`src/vqbd_pkg.sv`:
```
// Package with the shared types and constants of the vector-quantization block decoder.
package vqbd_pkg;

	// Configuration register indexes.
	localparam int CFG_INDEX_W = 2;
	localparam int CFG_DATA_W = 9;
	localparam logic [CFG_INDEX_W-1:0] CFG_CODEBOOK_SIZE = 2'd0;
	localparam logic [CFG_INDEX_W-1:0] CFG_BLOCKS_PER_SIDE = 2'd1;

	// Reset values of the configuration registers.
	localparam logic [8:0] CODEBOOK_SIZE_RST = 9'd32;
	localparam logic [6:0] BLOCKS_PER_SIDE_RST = 7'd64;

	// Input item modes.
	localparam logic MODE_LOAD = 1'b0;
	localparam logic MODE_DECODE = 1'b1;

	// Number of commands the queue between front and back holds.
	localparam int QUEUE_DEPTH = 2;

	typedef struct packed {
		logic       mode;
		logic [7:0] load_entry;
		logic [5:0] load_element;
		logic [7:0] load_value;
		logic [7:0] code_index;
	} in_item_t;

	typedef struct packed {
		logic [7:0] pixel;
		logic [8:0] pixel_row;
		logic [8:0] pixel_col;
		logic       block_end;
		logic       image_end;
		logic       bad_index;
	} out_item_t;

	// One command from the front to the back: a codebook write or a block decode.
	typedef struct packed {
		logic       is_decode;
		logic [7:0] entry;
		logic [7:0] element;
		logic [7:0] value;
		logic       bad;
		logic [8:0] base_row;
		logic [8:0] base_col;
		logic       image_last;
	} cmd_t;

endpackage

```
`src/vqbd_queue.sv`:
```
// Short command queue between the front and the back of the decoder.
module vqbd_queue
	import vqbd_pkg::*;
(
	input  logic clk,
	input  logic arst_n,
	input  logic push,
	input  cmd_t push_cmd,
	output logic full,
	input  logic pop,
	output cmd_t head,
	output logic empty
);

	localparam int PTR_W = (QUEUE_DEPTH > 1) ? $clog2(QUEUE_DEPTH) : 1;
	localparam int CNT_W = $clog2(QUEUE_DEPTH + 1);

	cmd_t             slot_q [QUEUE_DEPTH];
	logic [PTR_W-1:0] wr_ptr_q;
	logic [PTR_W-1:0] rd_ptr_q;
	logic [CNT_W-1:0] count_q;

	assign full = (count_q == CNT_W'(QUEUE_DEPTH));
	assign empty = (count_q == '0);
	assign head = slot_q[rd_ptr_q];

	always_ff @(posedge clk) begin
		if (push) begin
			slot_q[wr_ptr_q] <= push_cmd;
		end
	end

	always_ff @(posedge clk or negedge arst_n) begin
		if (!arst_n) begin
			wr_ptr_q <= '0;
			rd_ptr_q <= '0;
			count_q <= '0;
		end else begin
			if (push) begin
				wr_ptr_q <= (wr_ptr_q == PTR_W'(QUEUE_DEPTH - 1)) ? '0 : wr_ptr_q + 1'b1;
			end
			if (pop) begin
				rd_ptr_q <= (rd_ptr_q == PTR_W'(QUEUE_DEPTH - 1)) ? '0 : rd_ptr_q + 1'b1;
			end
			if (push && !pop) begin
				count_q <= count_q + 1'b1;
			end else if (pop && !push) begin
				count_q <= count_q - 1'b1;
			end
		end
	end

endmodule

```
`config.mk`:
```
export PLATFORM = sky130hd
export DESIGN_NAME = vqbd_queue
export DESIGN_NICKNAME = d
export VERILOG_FILES = /design/src/vqbd_pkg.sv /design/src/vqbd_queue.sv
export SDC_FILE = /design/constraint.sdc
export NUM_CORES = 1
export LEC_CHECK = 0
export ABC_AREA = 1
export ABC_CLOCK_PERIOD_IN_PS = 4300
export BUFFER_PORTS_ARGS = -buffer_cell sky130_fd_sc_hd__buf_2
export CORE_MARGIN = 2
export CORE_UTILIZATION = 56
export DETAILED_ROUTE_END_ITERATION = 8
export GPL_TIMING_DRIVEN = 0
export MAX_ROUTING_LAYER = met4
export PLACE_DENSITY = 0.84
export SLEW_MARGIN = 30
export SYNTH_ARGS = -nofsm -noshare
export SYNTH_HDL_FRONTEND = slang
export SYNTH_SLANG_ARGS = --single-unit
```
`constraint.sdc`:
```
create_clock -name clk -period 4.3 [get_ports clk]
set_input_delay 0.645 -clock clk [delete_from_list [all_inputs] [get_ports clk]]
set_output_delay 0.645 -clock clk [all_outputs]
set_load 0.02 [all_outputs]
```
==> flow_summary_export.csv <==
group,metric,value,unit
hold_path,min_path_type,"input port to asynchronous set/reset pin",
route,route.detailed.wl_per_inst,16.4,um
cts,clockBufferDepth,2,
worst_setup_path,cp_capture_type,"output port",
route,detail_route.iter0.violations,77,
floorplan,placeableCoreArea,6310,um^2
power,max-vdd-ir-drop,0.364,mV
placement,buffer_ports.inserted,95,
placement,dpl-instance-area,4310,um^2
floorplan,rows,29,
job,max_cap_viol_count,0,
final_layout,area_delta_synth_final,23.1,%
final_layout,antenna_cells,0,
worst_setup_path,critical_path_depth,4,
timing,finalMaxSlewViolations,0,
route,detail-route-antenna-nets,0,
global_routing,grt_first_pass_wirelength,8.83,mm
synth,synthesis.instances,165,
worst_setup_path,slowest_stage,"sky130_fd_sc_hd__dfrtp_1",
final_layout,finish.cell_count_without_fillers,356,
worst_setup_path,timing.setup.critical_path_class,"flip-flop to output port",
worst_setup_path,critPathBufInv,3,
route,first_pass_iters,4,
placement,globalplace.congestion,0.732,
global_routing,antenna_found_initial,0,
final_layout,finalNetCount,324,
cts,clk_transition_reported_paths,0.08,ns
floorplan,floorplan.io_pins,96,
global_routing,grt_pass1_vias,1866,
route,viasPerCell,5.03,
cts,root_buffer,"sky130_fd_sc_hd__clkbuf_8",
synth,synth_seq_area_share,76.7,%
timing,hold_violations,0,
route,routed_wirelength,5.85,mm
synth,post_synth_num_cell_types,14,
synth,syn-cell-area,3650,um^2
worst_setup_path,timing.reg2reg.setup_slack,2.85,ns
cts,cts_max_level,3,
final_layout,drive_above_1_share,59.1,%
timing,post-route-min-period,2.16,ns
floorplan,fp.dieArea,7190,um^2
worst_setup_path,worst_r2r_endpoint,"slot_q[1][6]",
synth,ys.warnings.count,0,
worst_setup_path,arrival,1.51,ns
worst_setup_path,worstReg2RegStart,"wr_ptr_q",
timing,timing.final.crit_share,50.2,%
status,status,"completed",
worst_setup_path,setup.worst_path.start_class,"flip-flop",
power,leakagePower,1.86,nW
cts,worst_skew_pair.late_latency,0.34,ns
cts,postCtsSetupRepairBufs,0,
timing,max-slew-margin-rel,68.0,%
global_routing,grt_max_degree,27,
synth,avgSynthCellArea,22.1,um^2
timing,max_freq,463,MHz
timing,final_setup_viols,0,
timing,timing.setup.tns,0,ns
worst_setup_path,critical_path_required,3.65,ns
cts,number_of_clock_sinks,94,
route,via_count_of_the_routed_design,1791,
cts,tritoncts,"done",
power,power_density,666,nW/um^2
worst_setup_path,crit_chain,"buf_6, buf_12, mux2_4, buf_2",
cts,cts_repair_resize_count,0,
placement,detailed_place_hpwl,4.19,mm
placement,place_inst,340,
global_routing,globalRouteOverflowTotal,0,
synth,synthesized_flop_and_latch_total,94,
timing,worst-slew-pin-transition,0.479,ns
worst_setup_path,critical_path_peak_fanout,10,
timing,clock_skews,0.00430,ns
timing,setup_slack,2.14,ns
global_routing,grtUsageTotal,17.1,%
worst_setup_path,max_stage_delay,0.34,ns
floorplan,dieWidth,84.8,um
floorplan,die_h,84.8,um
synth,synthesis.nets,215,
route,drc_errors,0,
floorplan,start_util,57.9,%
worst_setup_path,worst-r2r-cell-count,3,
cts,number_of_buffers_created_by_cts,9,
timing,unrepaired_setup_endpoints_after_global_routing,"no",
worst_setup_path,critPathTopFamily,"buffers and inverters",
cts,holdBufCountCts,0,
placement,preCtsSetupSlack,2.48,ns
final_layout,design_area,4500,um^2
[cells in the mapped netlist]
library cell               number  area share [%]
sky130_fd_sc_hd__mux2_2         6             1.8
sky130_fd_sc_hd__xor2_1         2            0.48
sky130_fd_sc_hd__xnor2_1        1            0.24
sky130_fd_sc_hd__ha_1           1            0.34
sky130_fd_sc_hd__nand3_1        1            0.14
sky130_fd_sc_hd__inv_1          7            0.72
sky130_fd_sc_hd__nor2_1         3            0.31
sky130_fd_sc_hd__buf_12         4             2.2
sky130_fd_sc_hd__dfrtp_1        4             2.7
sky130_fd_sc_hd__nand2_1        5            0.51
sky130_fd_sc_hd__mux2_4        39              16
sky130_fd_sc_hd__edfxtp_1      90              74
sky130_fd_sc_hd__nand4_1        1            0.17
sky130_fd_sc_hd__buf_6          1            0.31
[routing by layer]
metal / part of all wire [%] / wire length [um] / global-route usage (%) / up-vias
met3: 4.4 / 255 / 3.34 / 9
li1: - / - / - / 846
met2: 55 / 3230 / 29.4 / 58
met5: 0 / 0 / - / -
met1: 39 / 2260 / 19.0 / 878
met4: 1.8 / 106 / 8.80 / 0
[report_power, final]
group / leakage (nW) / switching, mW / internal (mW) / total (mW)
logic: 0.872 / 0.613 / 0.561 / 1.17
registers: 0.892 / 0.0565 / 1.21 / 1.27
clock network: 0.0964 / 0.286 / 0.265 / 0.550
total: 1.86 / 0.955 / 2.04 / 3.00
[layout make-up]
class | instances | area (um^2)
Fill cell | 415 | 1820
Sequential cell | 94 | 2800
Multi-Input combinational cell | 59 | 741
Timing Repair Buffer | 98 | 551
Buffer | 5 | 91.3
Clock inverter | 7 | 65.1
Clock buffer | 9 | 124
Inverter | 7 | 26.3
Tap cell | 77 | 96.3
[sequential cells by signal, indices dropped and copies added (netlist names)]
name and count:
slot_q 90, count_q 2, rd_ptr_q 1, wr_ptr_q 1
[worst max path at each step]
stage | slack [ns] | startpoint | endpoint
after floorplan | 1.27 | push | slot_q[0][0]
after global placement | 0.20 | push | slot_q[0][28]
after detailed placement | 2.48 | push | slot_q[1][7]
after CTS | 2.11 | rd_ptr_q | head[21]
after global routing | 2.08 | rd_ptr_q | head[34]
final | 2.14 | rd_ptr_q | head[32]
[kinds of logic after synthesis]
family                   after synthesis  synth area share (%)
XOR/XNOR                               3                 0.719
adder cells (fa/ha/maj)                1                 0.342
buffers and inverters                 12                  3.22
flip-flops                            94                  76.7
multiplexers                          45                  17.9
AND/OR/NAND/NOR                       10                  1.13
[placed cells by master, fill, tap and decap left out, types with 3 or more instances in the layout]
cell | netlist | layout
sky130_fd_sc_hd__dfrtp_1 | 4 | 4
sky130_fd_sc_hd__clkbuf_8 | 0 | 9
sky130_fd_sc_hd__mux2_4 | 39 | 39
sky130_fd_sc_hd__inv_1 | 7 | 6
sky130_fd_sc_hd__buf_12 | 4 | 5
sky130_fd_sc_hd__edfxtp_1 | 90 | 90
sky130_fd_sc_hd__mux2_2 | 6 | 6
sky130_fd_sc_hd__clkinv_2 | 0 | 3
sky130_fd_sc_hd__buf_2 | 0 | 95
sky130_fd_sc_hd__nand2_1 | 5 | 5
[per-stage QoR]
stage | power, mW | hold WS, ns | util [%]
6_report | 3.00 | 0.0878 | 71.2
5_1_grt | 3.12 | 0.0740 | 71.2
4_1_cts | 3.03 | 0.0667 | 71.2
3_5_place_dp | 2.48 | 0.456 | 68.2
3_3_place_gp | 2.42 | 0.457 | 66.9
2_1_floorplan | 2.15 | 0.349 | -
Note: power is estimated with default switching activity, not from simulation.
