## src/vqbd_pkg.sv

```systemverilog
// Package with the shared types and constants of the vector-quantization block decoder.
package vqbd_pkg;

	// Configuration register indexes.
	localparam int CFG_INDEX_W = 2;
	localparam int CFG_DATA_W = 9;
	localparam logic [CFG_INDEX_W-1:0] CFG_CODEBOOK_SIZE = 2'd0;
	localparam logic [CFG_INDEX_W-1:0] CFG_BLOCKS_PER_SIDE = 2'd1;

	// Reset values of the configuration registers.
	localparam logic [8:0] CODEBOOK_SIZE_RST = 9'd32;
	localparam logic [6:0] BLOCKS_PER_SIDE_RST = 7'd64;

	// Input item modes.
	localparam logic MODE_LOAD = 1'b0;
	localparam logic MODE_DECODE = 1'b1;

	// Number of commands the queue between front and back holds.
	localparam int QUEUE_DEPTH = 2;

	typedef struct packed {
		logic       mode;
		logic [7:0] load_entry;
		logic [5:0] load_element;
		logic [7:0] load_value;
		logic [7:0] code_index;
	} in_item_t;

	typedef struct packed {
		logic [7:0] pixel;
		logic [8:0] pixel_row;
		logic [8:0] pixel_col;
		logic       block_end;
		logic       image_end;
		logic       bad_index;
	} out_item_t;

	// One command from the front to the back: a codebook write or a block decode.
	typedef struct packed {
		logic       is_decode;
		logic [7:0] entry;
		logic [7:0] element;
		logic [7:0] value;
		logic       bad;
		logic [8:0] base_row;
		logic [8:0] base_col;
		logic       image_last;
	} cmd_t;

endpackage

```

## src/vqbd_front.sv

```systemverilog
// Front of the decoder: configuration registers, item classification and block position.
module vqbd_front
	import vqbd_pkg::*;
#(
	parameter int CODEBOOK_DEPTH = 32,
	parameter int BLOCK_DIM = 8,
	parameter int MAX_BLOCKS_PER_SIDE = 64
) (
	input  logic                   clk,
	input  logic                   arst_n,
	input  logic                   in_valid,
	output logic                   in_stall,
	input  in_item_t               in_data,
	input  logic                   cfg_valid,
	output logic                   cfg_ready,
	input  logic [CFG_INDEX_W-1:0] cfg_index,
	input  logic [CFG_DATA_W-1:0]  cfg_data,
	output logic                   push,
	output cmd_t                   push_cmd,
	input  logic                   queue_full
);

	localparam int PIX = BLOCK_DIM * BLOCK_DIM;

	logic [8:0] codebook_size_q;
	logic [6:0] blocks_per_side_q;
	logic [5:0] block_row_q;
	logic [5:0] block_col_q;

	logic       accept;
	logic       load_ok;
	logic [6:0] side;
	logic       last_col;
	logic       last_row;
	logic [9:0] base_row;
	logic [9:0] base_col;

	assign cfg_ready = 1'b1;
	assign in_stall = queue_full;
	assign accept = in_valid && !queue_full;

	// Width 0 acts as one block, widths above the maximum act as the maximum.
	always_comb begin
		if (blocks_per_side_q == '0) begin
			side = 7'd1;
		end else if (blocks_per_side_q > 7'(MAX_BLOCKS_PER_SIDE)) begin
			side = 7'(MAX_BLOCKS_PER_SIDE);
		end else begin
			side = blocks_per_side_q;
		end
	end

	assign last_col = ({1'b0, block_col_q} + 7'd1) >= side;
	assign last_row = ({1'b0, block_row_q} + 7'd1) >= side;
	assign base_row = 10'(block_row_q) * 10'(BLOCK_DIM);
	assign base_col = 10'(block_col_q) * 10'(BLOCK_DIM);

	assign load_ok = ({1'b0, in_data.load_entry} < 9'(CODEBOOK_DEPTH))
		&& ({3'b0, in_data.load_element} < 9'(PIX));

	always_comb begin
		push_cmd.is_decode = (in_data.mode == MODE_DECODE);
		push_cmd.entry = (in_data.mode == MODE_DECODE) ? in_data.code_index : in_data.load_entry;
		push_cmd.element = {2'b0, in_data.load_element};
		push_cmd.value = in_data.load_value;
		push_cmd.bad = !(({1'b0, in_data.code_index} < codebook_size_q)
			&& ({1'b0, in_data.code_index} < 9'(CODEBOOK_DEPTH)));
		push_cmd.base_row = base_row[8:0];
		push_cmd.base_col = base_col[8:0];
		push_cmd.image_last = last_col && last_row;
	end

	// Loads outside the store are dropped here.
	assign push = accept && ((in_data.mode == MODE_DECODE) || load_ok);

	always_ff @(posedge clk or negedge arst_n) begin
		if (!arst_n) begin
			codebook_size_q <= CODEBOOK_SIZE_RST;
			blocks_per_side_q <= BLOCKS_PER_SIDE_RST;
		end else if (cfg_valid && cfg_ready) begin
			unique case (cfg_index)
				CFG_CODEBOOK_SIZE:   codebook_size_q <= cfg_data;
				CFG_BLOCKS_PER_SIDE: blocks_per_side_q <= cfg_data[6:0];
				default: ;
			endcase
		end
	end

	always_ff @(posedge clk or negedge arst_n) begin
		if (!arst_n) begin
			block_row_q <= '0;
			block_col_q <= '0;
		end else if (accept && (in_data.mode == MODE_DECODE)) begin
			if (last_col) begin
				block_col_q <= '0;
				block_row_q <= last_row ? '0 : block_row_q + 6'd1;
			end else begin
				block_col_q <= block_col_q + 6'd1;
			end
		end
	end

endmodule

```

## config.mk

```make
export PLATFORM = sky130hd
export DESIGN_NAME = vqbd_front
export DESIGN_NICKNAME = d
export VERILOG_FILES = /design/src/vqbd_pkg.sv /design/src/vqbd_front.sv
export SDC_FILE = /design/constraint.sdc
export NUM_CORES = 1
export LEC_CHECK = 0
export ABC_CLOCK_PERIOD_IN_PS = 3040
export BUFFER_PORTS_ARGS = -buffer_cell sky130_fd_sc_hd__buf_2
export CAP_MARGIN = 10
export CELL_PAD_IN_SITES_DETAIL_PLACEMENT = 1
export CELL_PAD_IN_SITES_GLOBAL_PLACEMENT = 1
export CORE_MARGIN = 2
export CORE_UTILIZATION = 34
export CTS_CLUSTER_DIAMETER = 100
export DETAILED_ROUTE_END_ITERATION = 8
export GPL_TIMING_DRIVEN = 1
export PLACE_DENSITY_LB_ADDON = 0.15
export SLEW_MARGIN = 25
export SYNTH_ARGS = -nofsm -noshare
export SYNTH_HDL_FRONTEND = slang
export SYNTH_SLANG_ARGS = --single-unit
```

## constraint.sdc

```tcl
create_clock -name clk -period 3.04 [get_ports clk]
set_clock_uncertainty 0.05 [all_clocks]
set_input_delay 0.608 -clock clk [delete_from_list [all_inputs] [get_ports clk]]
set_output_delay 0.608 -clock clk [all_outputs]
set_load 0.05 [all_outputs]
```

==> summary.md <==
| Metric | Value |
|---|---|
| Run status | completed |
| Switch share | 0.4503 |
| GRT overflow | 0 |
| Crit. End Element | output port |
| Commonest non-fill, non-tap cell in the layout | buf_2 |
| Vias per cell | 4.934 |
| Hold Buf Count CTS | 0 |
| Internal | 1027 µW |
| # diodes | 0 |
| Layout cells sized above 1 | 0.3782 |
| CTS root buffer | clkbuf_8 |
| Worst-Margin Slew | 652.5 ps |
| Max_cap viols | 0 |
| Yosys top cell area share | 0.3077 |
| Final wirelength | 4884 µm |
| Worst path top cell family by delay | simple AND/OR/NAND/NOR gates |
| Flop pwr share | 0.295 |
| Buffers on Ports | 57 |
| H-Tree Depth | 1 |
| Placeable core area | 5956 µm² |
| Fin nets | 346 |
| Hold Crit Class | in -> async |
| #FFs+latches synth | 28 |
| First-pass iteration count of the detailed router | 4 |
| Nature of the critical path startpoint | flop |
| Power per cell area | 742.3 nW/µm² |
| Final HPWL DP | 3850 µm |
| Crit path buffers/inverters | 3 |
| Largest net degree at the start of global routing | 29 |
| Global placer's final weighted congestion | 0.8079 |
| Full die area | 6866 µm² |
| Req. time, crit path | 2380 ps |
| DRC | 0 |
| Clock network fraction of total power | 0.164 |
| Commonest non-fill, non-tap cells in the layout | buf_2 (56), dfrtp_1 (25), nand2_1 (24) |
| Final min period | 2924 ps |
| Main synth FF type | dfrtp_1 |
| Kind of critical path | reg -> out |
| Mapped Cells | 229 |
| GR Util All Layers | 0.1435 |
| Vias in the first global route | 1,731 |
| Initial Util | 0.3550 |
| Top area cells in the synthesized netlist | dfrtp_1 (31%), ha_1 (14%), mux2_2 (9.1%) |
| Critical Path Slowest Stage Cell | dfrtp_1 |
| Worst slew margin | 0.5650 |
| Synth cell types | 37 |
| Cell Area, Synth | 2115 µm² |
| Leak | 0.001227 µW |
| CP Data Arrival Time | 2270 ps |
| Worst skew pair latency | 280 ps |
| Via count | 1,727 |
| Peak Freq | 342.1 MHz |
| Final Total Pwr | 1869 µW |
| Logic pwr share | 0.541 |
| Cell taking the most area after synthesis | dfrtp_1 |
| Die X | 82.86 µm |
| Post-route ant nets | 0 |
| # fillers | 736 |
| Post-synthesis sequential area ratio | 0.3325 |
| Sw power | 841.5 µW |
| CTS Buffer Depth | 2 |
| Slew Viols, Final | 0 |
| Worst ir drop on vdd | 308.0 µV |
| Post-synth EDFFs | 0 |
| I/O pin count | 95 |
| Initial antenna violation count | 0 |
| Slowest Stage Delay on Critical Path | 430 ps |
| Clk slew on worst S/H paths | 100 ps |
| Cell row count | 28 |
| Routed WL per cell | 13.95 µm |
| Post-synthesis area per instance | 9.234 µm² |
| Sink Count | 28 |
| Fin. Hold Viols | 0 |
| Setup TNS | 0 ps |
| Cell Chain, Critical Path | buf_4 -> and3_1 -> nand3_2 -> xnor2_2 -> ha_1 -> nand2_1 -> o21ai_2 -> a21oi_2 -> buf_4 -> nor2b_4 -> buf_8 |
| Area delta synth->final | 19.05% |
| Syn. warnings | 0 |
| First-pass GRT wire length | 8328 µm |
| CP most frequent cell | buf_4 |
| Die height | 82.86 µm |
| Async set or reset register ratio after synthesis | 1.000 |
| Final setup viols | 0 |
| Crit Path Max Fanout | 4 |
| Number of buffers created by CTS | 3 |
| 1st-iter DRT viols | 45 |
| TritonCTS clock tree | done |
| Fin crit share | 0.9617 |
==> layer usage <==
layer | vias to the layer above | track usage | wire, µm
met1 | 826 | 0.1826 | 2198
met5 | - | 0 | 0
met2 | 41 | 0.2478 | 2413
li1 | 856 | - | -
met4 | 0 | 0.02534 | 32
met3 | 4 | 0.03678 | 240
==> state kept, by name, summed over array words and instances (netlist names) <==
register	flops
block_row_q	6
codebook_size_q	9
block_col_q	6
blocks_per_side_q	7
==> kinds of logic after synthesis <==
family / synth area share
and+or+nand+nor: 0.1621
buffers and inverters: 0.1237
AOI/OAI and AO/OA: 0.1136
DFF: 0.3325
adders and majority gates: 0.1361
muxes: 0.09526
xor gates and xnor gates: 0.03314
other: 0.003552
==> Yosys cell counts, types with 4 or more instances <==
| master | instances |
|---|---|
| xnor2_1 | 5 |
| a21oi_1 | 9 |
| nor2_1 | 9 |
| dfrtp_1 | 26 |
| nand2b_1 | 5 |
| buf_4 | 25 |
| o21ai_0 | 15 |
| nand3_1 | 9 |
| inv_1 | 11 |
| o31ai_1 | 4 |
| mux2_2 | 17 |
| nand2_1 | 24 |
| ha_1 | 23 |
==> area by class of cell <==
cell class                      instances  area [µm²]  area share
Tap cell                               75       93.84     0.03728
Inverter                               11       41.29     0.01640
Clock buffer                            3       41.29     0.01640
Clock inverter                          1       30.03     0.01193
Multi-Input combinational cell        166        1244      0.4940
Sequential cell                        28       704.4      0.2798
Timing Repair Buffer                   66       362.8      0.1441
==> what timing repair did <==
item                                    CTS  global route
endpoints found under the setup margin    1             1
buffers inserted                          0             2
pin swaps                                 0             3
cloned                                    0             0
resized for setup                         2            12
==> per-stage QoR <==
stage          utilization  instance area [µm²]  hold slack [ps]  setup WS, ps  std cells
5_1_grt             0.4227                 2517            330.8        -18.26        350
3_3_place_gp        0.3971                 2365            445.0         364.4        344
3_5_place_dp        0.3971                 2365            454.1         250.6        344
6_report            0.4227                 2517            290.1         116.4        350
2_1_floorplan            -                 2153            262.4        -32.20        236
4_1_cts             0.4099                 2441            320.5         13.03        348
==> final timing paths <==
check	startpoint	end	slack (ps)	depth (start not counted)
max	block_col_q[1]	push_cmd[0]	120	11
min	arst_n	codebook_size_q[0]	290	1
max reg2reg	block_col_q[1]	block_row_q[2]	420	12
min reg2reg	codebook_size_q[0]	codebook_size_q[0]	470	1
max in group asynchronous	arst_n	block_row_q[0]	2200	1
min in group clk	codebook_size_q[0]	codebook_size_q[0]	470	1
==> power by group through the flow <==
stage | Clock (µW) | Sequential [µW] | Combinational [µW]
finish | 306 | 551 | 1010
global route | 333 | 569 | 1130
CTS | 319 | 545 | 966
detailed placement | 0 | 552 | 958
global placement | 0 | 546 | 939
floorplan | 0 | 702 | 592
(Power assumes the default switching activity.)
